### src/rtl/core/arff_pkg.sv
`default_nettype none

package arff_pkg;

	// line store depth and the widths that follow from it
	localparam int MAX_LINE_WIDTH = 1024;
	localparam int COL_W          = $clog2(MAX_LINE_WIDTH);
	localparam int LW_W           = 11;
	localparam int CNT_W          = $clog2(MAX_LINE_WIDTH + 1);
	localparam int CMP_W          = (LW_W > CNT_W) ? LW_W : CNT_W;

	// field and register widths
	localparam int NOISE_W = 16;
	localparam int VAL_W   = 20;
	localparam int COEF_W  = 16;
	localparam int GAIN_W  = 15;
	localparam int CFG_W   = 16;
	localparam int IDX_W   = 3;

	// stream bus widths
	localparam int S_TDATA_W = ((NOISE_W + 7) / 8) * 8;
	localparam int M_TDATA_W = ((VAL_W + 7) / 8) * 8;

	// arithmetic: Q.27 accumulation, rounded back to Q.12
	localparam int PN_W     = GAIN_W + 1 + NOISE_W;
	localparam int PROD_W   = COEF_W + VAL_W;
	localparam int ACC_W    = PROD_W + 2;
	localparam int RND_SH   = 15;
	localparam int RND_HALF = 1 << (RND_SH - 1);
	localparam int VAL_MAX  = (1 << (VAL_W - 1)) - 1;
	localparam int VAL_MIN  = -(1 << (VAL_W - 1));

	// configuration register indexes
	typedef enum logic [IDX_W-1:0] {
		REG_COEF_UP,
		REG_COEF_LEFT,
		REG_COEF_DIAG,
		REG_GAIN_FIRST_COLUMN,
		REG_GAIN_FIRST_ROW,
		REG_GAIN_INNER,
		REG_LINE_WIDTH
	} cfg_reg_t;

	// pixel position class from the scan tracker
	typedef struct packed {
		logic             origin;
		logic             first_row;
		logic             col0;
		logic [COL_W-1:0] col;
	} pix_ctrl_t;

endpackage

`default_nettype wire

### src/rtl/core/arff_scan.sv
`default_nettype none

module arff_scan import arff_pkg::*; (
	input  wire logic            clk,
	input  wire logic            arst_n,
	input  wire logic            accept,
	input  wire logic            frame_start,
	input  wire logic [LW_W-1:0] line_width,
	output pix_ctrl_t            ctrl
);

	logic [COL_W-1:0] col_q;
	logic             first_q;
	logic [CMP_W-1:0] lw_ext;
	logic [CMP_W-1:0] width_eff;
	logic [CMP_W-1:0] col_nxt;
	logic [COL_W-1:0] col_cur;
	logic             first_cur;

	// clamp width, restart on frame start, wrap if width shrank mid-line
	always_comb begin
		lw_ext = CMP_W'(line_width);
		if (lw_ext < CMP_W'(2)) begin
			width_eff = CMP_W'(2);
		end else if (lw_ext > CMP_W'(MAX_LINE_WIDTH)) begin
			width_eff = CMP_W'(MAX_LINE_WIDTH);
		end else begin
			width_eff = lw_ext;
		end
		col_cur   = frame_start ? '0 : col_q;
		first_cur = frame_start ? 1'b1 : first_q;
		if (CMP_W'(col_cur) >= width_eff) begin
			col_cur   = '0;
			first_cur = 1'b0;
		end
		col_nxt = CMP_W'(col_cur) + CMP_W'(1);
	end

	assign ctrl.origin    = first_cur && (col_cur == '0);
	assign ctrl.first_row = first_cur;
	assign ctrl.col0      = (col_cur == '0);
	assign ctrl.col       = col_cur;

	// position state advances once per accepted beat
	always_ff @(posedge clk or negedge arst_n) begin
		if (!arst_n) begin
			col_q   <= '0;
			first_q <= 1'b1;
		end else if (accept) begin
			if (col_nxt >= width_eff) begin
				col_q   <= '0;
				first_q <= 1'b0;
			end else begin
				col_q   <= col_nxt[COL_W-1:0];
				first_q <= first_cur;
			end
		end
	end

	// a frame start leaves the tracker at column 1 of the first row
	a_frame_restart: assert property (@(posedge clk) disable iff (!arst_n)
		accept && frame_start |=> (col_q == COL_W'(1)) && first_q)
		else $error("scan: frame start did not restart at the origin");

	// the first row is entered again only through a frame start
	a_first_row_sticky: assert property (@(posedge clk) disable iff (!arst_n)
		!first_q && !(accept && frame_start) |=> !first_q)
		else $error("scan: first row re-entered without frame start");

endmodule

`default_nettype wire

### config.mk
export PLATFORM = sky130hd
export DESIGN_NAME = arff_scan
export DESIGN_NICKNAME = d
export VERILOG_FILES = /design/src/rtl/core/arff_pkg.sv /design/src/rtl/core/arff_scan.sv
export SDC_FILE = /design/constraint.sdc
export NUM_CORES = 1
export LEC_CHECK = 0
export BUFFER_PORTS_ARGS = -buffer_cell sky130_fd_sc_hd__buf_2
export CORE_UTILIZATION = 59
export DETAILED_ROUTE_END_ITERATION = 10
export PLACE_DENSITY = 0.83
export SETUP_SLACK_MARGIN = 0.3
export SLEW_MARGIN = 15
export SYNTH_ARGS = -nofsm -noshare
export SYNTH_HDL_FRONTEND = slang
export SYNTH_SLANG_ARGS = --single-unit
### constraint.sdc
create_clock -name clk -period 10.1 [get_ports clk]
set_clock_uncertainty 0.15 [all_clocks]
set_input_delay 0.505 -clock clk [delete_from_list [all_inputs] [get_ports clk]]
set_output_delay 0.505 -clock clk [all_outputs]
set_load 0.03 [all_outputs]
==> impl_results.md <==
* Post-Route WL at 3450 um
* Gr ovfl total at 0
* Unique masters post-synth at 36
* Worst path required time at 10.16 ns
* Starting DRT DRC Count at 62
* Commonest non-fill, non-tap cell in the layout: nor2_1
* Final hold vios at 0
* Number of synthesized register bits at 11
* Number of synthesized flops with an enable pin at 0
* Post-CTS sizing at 0
* Final Max Slew Viols at 0
* Total clock sinks at 11
* Initial Util at 65.9%
* Initial antenna violation count at 0
* Top cell type's share of synthesized area at a little over a fifth
* Fill count at around 180
* Fraction of layout cells with a size suffix above 1 at 19.2%
* Routability Congestion at 0.909
* Setup TNS at 0 ns
* IO Port Bufs at 27
* Post-detail-place hpwl at ~2800 um
* First-pass GRT wire length at about 6000 um
* Hold Path Origin: first_q
* Critical path arrival at 5.91 ns
* Routed Antenna Nets at 0
* Status: complete, no violations
* Prevailing post-synth register cell: dfrtp_1
* Syn Std Cell Area at 1350 sq um
* Total CTS buffers at 3
* Via density at 6.12
* Most frequent cells in the layout: nor2_1, buf_2, ha_1
* Die X at 49.7 um
* Leakage power total at just under 0.8 nW
* Drt drc at 0
* Final setup fails at 0
* Row Count at 16
* Fmax at approximately 170 MHz
* Max rail drop VDD at 0.0880 mV
* IO Pins at 28
* Area leader, netlist: ha_1
* Max_slew headroom at roughly 53%
* DRT Pass-1 Iters at 5
* Synth Instances at between 150 and 200
* Post-Syn Nets at about 210
* Inserted Diodes at 0
* CP Class: in -> reg
* Die ar. at approximately 2500 sq um
* Setup WS pre-CTS at 4.15 ns
* Worst-path fanout max at 20
* Post-synth ARST share at 100%
* RSZ-0062 raised after global routing: no
* PD cells at about 90 nW/um^2
* Clock latency on the worst-skew pair at approximately 0.29 ns
* Post-CTS Setup Bufs at 0
* Wire per inst at 15.0 um
* Mean post-synth cell area at 7.64 sq um
* Setup crit start kind: primary input
* CTS root buf: clkbuf_4
* Clk slew on worst S/H paths at around 0.06 ns
* Fin nets at 242
* Via count at 1408
* H-Tree Depth at 1
* Max-cap violation count at 0
* Hold crit path type: reg -> reg
* Fin worst setup slack at 4.25 ns
* Clock Path Buffers at 2
* Core area at 2040 sq um
* Synthesis-to-finish area growth at 13.8%
* Final worst-path cycle share at 58.0%
* Sequential area share after synthesis at approximately 21%
* CP endpoint kind: flip-flop
* Dominant cells by area after synthesis: ha_1, dfrtp_1, nor2_1
* Largest net degree at the start of global routing at 21
* Die span in y at just under 50 um
* CTS tree: built
* Gr usage total at between 30% and 40%
* Crit path from: line_width[3]
* Vias in the first global route at 1377
* Fin crit period at 5.85 ns
* Worst r2r src: col_q[2]
* Actual slew at the worst max-slew pin at 0.703 ns
* Synth warn at 0
[cells in the mapped netlist, drive strengths merged, types with 3 or more instances]
| cell type | count |
|---|---|
| a21oi | 8 |
| nand4 | 4 |
| o22ai | 8 |
| nor2 | 30 |
| dfrtp | 10 |
| nor4 | 3 |
| xnor2 | 6 |
| nand3 | 5 |
| nand2b | 5 |
| inv | 18 |
| clkbuf | 4 |
| nor3 | 5 |
| nand2 | 18 |
| ha | 23 |
| o21ai | 4 |
[where the power goes]
part	internal (mW)	leakage, nW	switching (mW)	total (mW)
Clock	0.0154	0.0150	0.0161	0.0314
Combinational	0.0208	0.631	0.0350	0.0558
Sequential	0.0474	0.146	0.00322	0.0506
[kinds of logic (layout without fill, tap and decap cells)]
family | after synthesis | in the layout | share of synthesized area [%]
simple gates | 75 | 75 | 26.3
compound gates | 35 | 35 | 19.4
buf+inv | 24 | 51 | 7.07
fa+ha+maj | 23 | 23 | 21.4
flops | 11 | 11 | 20.6
xor+xnor | 8 | 8 | 5.21
[per-layer routing]
layer,global-route usage [%],routed length (um),vias up
li1,-,-,678
met1,38.6,1460,637
met2,52.7,1610,81
met3,6.17,273,12
met4,15.2,110,0
met5,0,0,-
[cell type report]
cell class / instances / area [sq um] / area share [%]
multi-input combinational: 141 / 973 / 63.6
sequential: 11 / 277 / 18.1
timing repair buffer: 29 / 153 / 9.98
inverter: 18 / 67.6 / 4.42
tap: 27 / 33.8 / 2.21
clock buffer: 4 / 26.3 / 1.72
[state kept, by name, indices dropped and copies added, names as in the netlist]
register / cells
col_q: 10
first_q: 1
[worst max-delay path, stage by stage]
cell,delay [ns]
buf_2,0.11
nor4_1,0.28
nand2_1,0.13
o31ai_1,0.60
nand2_1,0.18
ha_1,0.33
a21oi_1,0.16
o21ai_0,0.12
a21oi_1,0.14
o22ai_1,0.08
buf_4,0.20
nand2b_1,0.30
nor2_1,0.22
ha_1,0.28
nand4_1,0.12
nor2_1,0.23
xnor2_1,0.18
nor2_1,0.07
ha_1,0.21
nor3_1,0.31
o211ai_1,0.16
a221o_2,0.51
or3_4,0.39
o22ai_2,0.09
[path summary, 6_finish.rpt]
| check | to | slack, ns | cells past startpoint |
|---|---|---|---|
| min reg2reg | first_q | 0.38 | 1 |
| max reg2reg | col_q[9] | 5.06 | 21 |
| min in group asynchronous | col_q[0] | 0.48 | 2 |
| max | col_q[9] | 4.25 | 24 |
| min | first_q | 0.38 | 1 |
| max in group asynchronous | first_q | 9.05 | 2 |
[per-stage QoR]
stage | total power, mW | instance area, sq um | hold WS (ns) | util, % | instances
2_1_floorplan | 0.0902 | 1350 | 0.0594 | - | 176
5_1_grt | 0.147 | 1530 | 0.406 | 74.9 | 230
3_5_place_dp | 0.106 | 1490 | 0.230 | 73.2 | 225
4_1_cts | 0.137 | 1530 | 0.383 | 74.9 | 230
3_3_place_gp | 0.104 | 1490 | 0.221 | 73.2 | 225
6_report | 0.138 | 1530 | 0.382 | 74.9 | 230
[timing repair]
| action | CTS | global route |
|---|---|---|
| hold buffers | 1 | 0 |
| setup endpoints to repair | 0 | 0 |
| hold endpoints to repair | 10 | 0 |
Power figures use the tool's default switching activity.
