## src/rtl/core/arff_pkg.sv

```systemverilog
`default_nettype none

package arff_pkg;

	// line store depth and the widths that follow from it
	localparam int MAX_LINE_WIDTH = 1024;
	localparam int COL_W          = $clog2(MAX_LINE_WIDTH);
	localparam int LW_W           = 11;
	localparam int CNT_W          = $clog2(MAX_LINE_WIDTH + 1);
	localparam int CMP_W          = (LW_W > CNT_W) ? LW_W : CNT_W;

	// field and register widths
	localparam int NOISE_W = 16;
	localparam int VAL_W   = 20;
	localparam int COEF_W  = 16;
	localparam int GAIN_W  = 15;
	localparam int CFG_W   = 16;
	localparam int IDX_W   = 3;

	// stream bus widths
	localparam int S_TDATA_W = ((NOISE_W + 7) / 8) * 8;
	localparam int M_TDATA_W = ((VAL_W + 7) / 8) * 8;

	// arithmetic: Q.27 accumulation, rounded back to Q.12
	localparam int PN_W     = GAIN_W + 1 + NOISE_W;
	localparam int PROD_W   = COEF_W + VAL_W;
	localparam int ACC_W    = PROD_W + 2;
	localparam int RND_SH   = 15;
	localparam int RND_HALF = 1 << (RND_SH - 1);
	localparam int VAL_MAX  = (1 << (VAL_W - 1)) - 1;
	localparam int VAL_MIN  = -(1 << (VAL_W - 1));

	// configuration register indexes
	typedef enum logic [IDX_W-1:0] {
		REG_COEF_UP,
		REG_COEF_LEFT,
		REG_COEF_DIAG,
		REG_GAIN_FIRST_COLUMN,
		REG_GAIN_FIRST_ROW,
		REG_GAIN_INNER,
		REG_LINE_WIDTH
	} cfg_reg_t;

	// pixel position class from the scan tracker
	typedef struct packed {
		logic             origin;
		logic             first_row;
		logic             col0;
		logic [COL_W-1:0] col;
	} pix_ctrl_t;

endpackage

`default_nettype wire

```

## src/rtl/core/arff_mac.sv

```systemverilog
`default_nettype none

module arff_mac import arff_pkg::*; (
	input  wire logic                     clk,
	input  wire logic                     arst_n,
	input  wire logic                     en,
	input  wire logic                     accept,
	input  wire logic signed [NOISE_W-1:0] noise,
	input  wire pix_ctrl_t                ctrl,
	input  wire logic signed [COEF_W-1:0] coef_up,
	input  wire logic signed [COEF_W-1:0] coef_left,
	input  wire logic signed [COEF_W-1:0] coef_diag,
	input  wire logic [GAIN_W-1:0]        gain_first_column,
	input  wire logic [GAIN_W-1:0]        gain_first_row,
	input  wire logic [GAIN_W-1:0]        gain_inner,
	input  wire logic signed [VAL_W-1:0]  up_rd,
	output logic                          ram_we,
	output logic [COL_W-1:0]              ram_waddr,
	output logic [VAL_W-1:0]              ram_wdata,
	output logic                          valid_s2,
	output logic signed [VAL_W-1:0]       field_value_s2,
	output logic                          saturated_s2
);

	// stage 1: noise term and term selects
	logic [GAIN_W-1:0]        gain_sel;
	logic signed [GAIN_W:0]   gain_s;
	logic signed [PN_W-1:0]   pn_c;
	logic                     valid_s1;
	logic signed [PN_W-1:0]   pn_s1;
	logic                     use_up_s1;
	logic                     use_left_s1;
	logic                     use_diag_s1;
	logic                     origin_s1;
	logic [COL_W-1:0]         col_s1;

	// stage 2: neighbor terms, rounding, saturation
	logic signed [VAL_W-1:0]  left_q;
	logic signed [VAL_W-1:0]  diag_q;
	logic signed [PROD_W-1:0] prod_up;
	logic signed [PROD_W-1:0] prod_left;
	logic signed [PROD_W-1:0] prod_diag;
	logic signed [ACC_W-1:0]  acc;
	logic signed [ACC_W-1:0]  rnd;
	logic signed [VAL_W-1:0]  val_c;
	logic                     sat_c;

	// noise gain per pixel class; the origin passes noise through at Q.27
	always_comb begin
		if (ctrl.first_row) begin
			gain_sel = gain_first_row;
		end else if (ctrl.col0) begin
			gain_sel = gain_first_column;
		end else begin
			gain_sel = gain_inner;
		end
		gain_s = signed'({1'b0, gain_sel});
		if (ctrl.origin) begin
			pn_c = PN_W'(noise) <<< RND_SH;
		end else begin
			pn_c = gain_s * noise;
		end
	end

	always_ff @(posedge clk) begin
		if (en && accept) begin
			pn_s1       <= pn_c;
			use_up_s1   <= !ctrl.first_row;
			use_left_s1 <= !ctrl.col0;
			use_diag_s1 <= !ctrl.first_row && !ctrl.col0;
			origin_s1   <= ctrl.origin;
			col_s1      <= ctrl.col;
		end
	end

	// sum the neighbor terms at Q.27, round half up to Q.12, clip to 20 bits
	always_comb begin
		prod_up   = coef_up * up_rd;
		prod_left = coef_left * left_q;
		prod_diag = coef_diag * diag_q;
		acc = ACC_W'(pn_s1) + ACC_W'(RND_HALF);
		if (use_up_s1) begin
			acc = acc + ACC_W'(prod_up);
		end
		if (use_left_s1) begin
			acc = acc + ACC_W'(prod_left);
		end
		if (use_diag_s1) begin
			acc = acc - ACC_W'(prod_diag);
		end
		rnd = acc >>> RND_SH;
		if (rnd > ACC_W'(VAL_MAX)) begin
			val_c = VAL_W'(VAL_MAX);
			sat_c = 1'b1;
		end else if (rnd < ACC_W'(VAL_MIN)) begin
			val_c = VAL_W'(VAL_MIN);
			sat_c = 1'b1;
		end else begin
			val_c = rnd[VAL_W-1:0];
			sat_c = 1'b0;
		end
	end

	// result goes back into the line store as the next line's upper pixel
	assign ram_we    = en && valid_s1;
	assign ram_waddr = col_s1;
	assign ram_wdata = val_c;

	// control and neighbor state
	always_ff @(posedge clk or negedge arst_n) begin
		if (!arst_n) begin
			valid_s1 <= 1'b0;
			valid_s2 <= 1'b0;
			left_q   <= '0;
			diag_q   <= '0;
		end else if (en) begin
			valid_s1 <= accept;
			valid_s2 <= valid_s1;
			if (valid_s1) begin
				left_q <= val_c;
				diag_q <= up_rd;
			end
		end
	end

	// result register
	always_ff @(posedge clk) begin
		if (en && valid_s1) begin
			field_value_s2 <= val_c;
			saturated_s2   <= sat_c;
		end
	end

	// the origin copies the noise and cannot clip
	a_origin_no_sat: assert property (@(posedge clk) disable iff (!arst_n)
		en && valid_s1 && origin_s1 |=> !saturated_s2)
		else $error("mac: origin pixel flagged as saturated");

	// a beat in stage 1 reaches the result register on the next advance
	a_s1_to_s2: assert property (@(posedge clk) disable iff (!arst_n)
		en && valid_s1 |=> valid_s2)
		else $error("mac: stage 1 beat lost");

	// a stalled result register keeps its beat
	a_hold_on_stall: assert property (@(posedge clk) disable iff (!arst_n)
		valid_s2 && !en |=> valid_s2 && $stable(field_value_s2))
		else $error("mac: result changed during stall");

endmodule

`default_nettype wire
```

## config.mk

```make
export PLATFORM = sky130hd
export DESIGN_NAME = arff_mac
export DESIGN_NICKNAME = d
export VERILOG_FILES = /design/src/rtl/core/arff_pkg.sv /design/src/rtl/core/arff_mac.sv
export SDC_FILE = /design/constraint.sdc
export NUM_CORES = 2
export LEC_CHECK = 0
export ABC_AREA = 1
export ABC_CLOCK_PERIOD_IN_PS = 22600
export BUFFER_PORTS_ARGS = -buffer_cell sky130_fd_sc_hd__buf_2
export CORE_ASPECT_RATIO = 0.6
export CORE_UTILIZATION = 50
export DETAILED_ROUTE_END_ITERATION = 6
export PLACE_DENSITY_LB_ADDON = 0.2
export SYNTH_ARGS = -nofsm -noshare
export SYNTH_HDL_FRONTEND = slang
export SYNTH_SLANG_ARGS = --single-unit
```

## constraint.sdc

```tcl
create_clock -name clk -period 22.6 [get_ports clk]
set_clock_uncertainty 0.05 [all_clocks]
set_input_delay 4.52 -clock clk [delete_from_list [all_inputs] [get_ports clk]]
set_output_delay 4.52 -clock clk [all_outputs]
set_load 0.01 [all_outputs]
```

==> results by group <==
Run status
  – Status: finished, violations left
  – Failing checks: negative setup slack

Logic synthesis
  – Top-area cell type share of the netlist area: 45.64%
  – Synth Flop Type: edfxtp_1
  – YS warnings: 0
  – Yosys cell types: 52
  – Netlist Area Pre-Place: 55,830 sq um
  – Async S/R FF share, synth: 38.89%
  – Post-synthesis instance total: 7,142
  – Seq/Total Area, Yosys: 5.432%
  – Synth area leader: fa_1
  – Synth top area cells: fa_1 46%, inv_1 14%, nand2_1 12%
  – Syn_nets: 8,997
  – Synthesized flop and latch total: 108
  – Post-synth EDFFs: 66
  – Synthesized area per cell: 7.818 sq um

Drt
  – Via density: 5.182
  – DRC Markers: 0
  – Routed WL: 189,300 um
  – Pre-Repair DR Iteration Count: 6
  – Vias after detailed routing: 47,906
  – DR iter-0 viols: 4,587
  – DR WL/cell: 20.48 um
  – Antenna Violating Nets Remaining: 0

STA
  – Hold slack: 498.5 ps
  – Max Freq: 0.04324 GHz
  – Period utilization: 102.3%
  – Fin Setup TNS: -9490 ps
  – Min cycle time layout: 23,130 ps
  – Final Hold Fails: 0
  – Final slew viol count: 0
  – Setup Viol. Count Final: 20
  – Setup slack after layout: -526.6 ps
  – RSZ-0062 raised after global routing: yes
  – Slew Limit Headroom: 9.721%
  – Worst Tran Pin Value: 1353 ps

Clocking
  – H-tree depth reported by CTS: 3
  – Longest Clk Path Bufs: 2
  – Number of CTS-inserted buffers: 9
  – Worst-Skew Late Latency: 470 ps
  – CTS Root Cell: clkbuf_16
  – CTS tree: built
  – Cts hold-fix bufs: 0
  – Clock Pin Slew Worst Setup and Hold Paths: 80 ps
  – Clk sink count: 108

Worst setup path
  – CP top delay family: adder cells
  – Slowest stage delay, CP: 560 ps
  – Critical Path Start: up_rd[7]
  – CP Capture Point: ram_wdata[13]
  – R2R depth: 69
  – Nature of the critical path endpoint: primary output
  – CP bufs+invs: 18
  – WS Path Type: in -> out
  – Flop2flop setup slack: 7270 ps
  – Crit path max fanout: 8
  – CP Launch Type: input pin
  – Max stage delay cell, worst path: fa_2
  – CP arrival: 18,560 ps
  – Worst reg2reg startpoint: pn_s1[14]$_SDFFCE_PP0P_
  – Most used cell, CP: fa_1
  – WP data required: 18,030 ps
  – FF-to-FF End: left_q[1]$_DFFE_PN0P_
  – Critical path depth in cells: 69

Global route
  – GR Overflow Total: 0
  – Global-route usage over all layers: 34.86%
  – Initial antenna violation count: 7
  – First-pass GRT wire length: 295,200 um
  – Largest net degree at the start of global routing: 52
  – Number of global-route vias before repair: 49,570

Placed design
  – Pre-CTS setup slack: -1449 ps
  – GPL Wtd Cong: 1.022
  – Hpwl dp: 160,800 um
  – Buffers on Ports: 198

Floorplanning
  – Core Box Area: 110,200 sq um
  – Die ar.: 113,100 sq um
  – Initial Util: 50.67%
  – Die extent in y: 260.8 um
  – I/O pin count: 199
  – Num rows: 94
  – Die X-Extent: 433.4 um

Layout
  – Layout area overhead: 20.64%
  – Final nets: 9,602
  – Layout cells sized above 1: 20.88%
  – Utilization after layout: 61.12%

Flow run
  – Max_cap viols: 0

Min path
  – Min-Delay Path Class: reg -> reg
==> layout by cell type, fill, tap and decap left out, types with 14 or more instances in the layout <==
master and instances:
nor2_2 40, nand3_1 139, inv_2 101, nand2_2 119, o21ai_2 19, o21ai_0 105
a21oi_1 106, a21oi_4 20, ha_1 351, edfxtp_1 66, xor2_1 32, ha_4 84
nand3_2 46, and2_4 14, or2_2 40, buf_4 605, inv_1 1949, buf_2 159
nor2_4 37, nand2_1 1636, a21oi_2 33, dfrtp_1 42, xnor2_1 40, nand4_1 29
buf_8 16, fa_2 45, a21o_1 21, nand2_4 51, buf_12 23, nor3_1 23
o21ai_1 39, fa_1 1228, nor2_1 246, buf_6 65
==> synthesized netlist by cell type (5+ instances only) <==
cell type,instances
inv_1,2051
nand2_1,1802
fa_1,1273
ha_1,436
nor2_1,316
clkbuf_1,257
nand3_1,183
a21oi_1,158
o21ai_0,148
edfxtp_1,66
xnor2_1,43
dfrtp_1,42
or2_2,42
nor3_1,39
xor2_1,33
nand4_1,29
and2_1,24
a21o_1,23
o21ai_1,17
o21bai_1,16
buf_1,13
nand3b_1,12
clkinv_1,11
nand3_2,10
o21a_1,10
a211oi_1,9
a31oi_1,9
nand2_2,9
nor4_1,9
buf_2,6
inv_2,6
nor2_2,6
o211ai_1,5
==> sequential cells by signal, summed over array words and instances (netlist names) <==
name	count
ram_waddr	10
use_up_s1	1
diag_q	20
saturated_s2	1
valid_s1	1
use_diag_s1	1
use_left_s1	1
left_q	20
pn_s1	32
valid_s2	1
field_value_s2	20
==> layout make-up <==
class	instances	area [sq um]
Tap cell	1488	1862
Antenna cell	4	10.01
Timing Repair Buffer	875	6968
Sequential cell	108	3033
Clock inverter	6	80.08
Clock buffer	10	239.0
Fill cell	9972	42840
Multi-Input combinational cell	4685	47390
Inverter	2068	7780
==> kinds of logic after synthesis <==
logic type                 share of synthesized area (%)
and+or+nand+nor                                    18.07
buffers and inverters                              15.86
adders and majority gates                          55.41
AOI/OAI and AO/OA                                  4.020
DFF                                                5.432
xor gates and xnor gates                           1.192
muxes                                            0.01793
==> tightest hold or removal path, stage by stage, from the launching register on <==
cell	delay, ps
dfrtp_1	400
inv_1	50
o21ai_0	60
==> worst min-delay path by stage <==
| stage | depth (start not counted) | endpoint | slack [ps] | start |
|---|---|---|---|---|
| finish | 2 | valid_s2$_DFFE_PN0P_ | 500 | valid_s2$_DFFE_PN0P_ |
| global placement | 2 | valid_s1$_DFFE_PN0P_ | 480 | valid_s1$_DFFE_PN0P_ |
| global route | 2 | valid_s2$_DFFE_PN0P_ | 530 | valid_s2$_DFFE_PN0P_ |
| detailed placement | 2 | valid_s2$_DFFE_PN0P_ | 480 | valid_s2$_DFFE_PN0P_ |
| CTS | 2 | valid_s2$_DFFE_PN0P_ | 500 | valid_s2$_DFFE_PN0P_ |
| floorplan | 2 | valid_s1$_DFFE_PN0P_ | 450 | valid_s1$_DFFE_PN0P_ |
==> metal layers <==
layer  vias to the layer above  track usage, %  wire length, um
met1                     23828           55.20            89060
li1                      21648               -                -
met5                         -           1.261              234
met3                       155           11.17            24540
met4                         6           5.183             2700
met2                      2269           46.32            72750
==> metrics by stage <==
stage	std cells	instance area [sq um]
after floorplan	7142	55830
after global placement	9129	62180
after detailed placement	9129	62180
after CTS	9216	66180
after global routing	9243	67360
final	9244	67360
==> what timing repair did <==
item | CTS | global route
setup buffers | 68 | 24
gates cloned | 5 | 2
gates resized for setup | 737 | 263
endpoints found under the setup margin | 20 | 20
pin swaps | 295 | 160
Power is not shown: default switching activity piles up to over one toggle a cycle in this logic, so the estimate is an artifact.
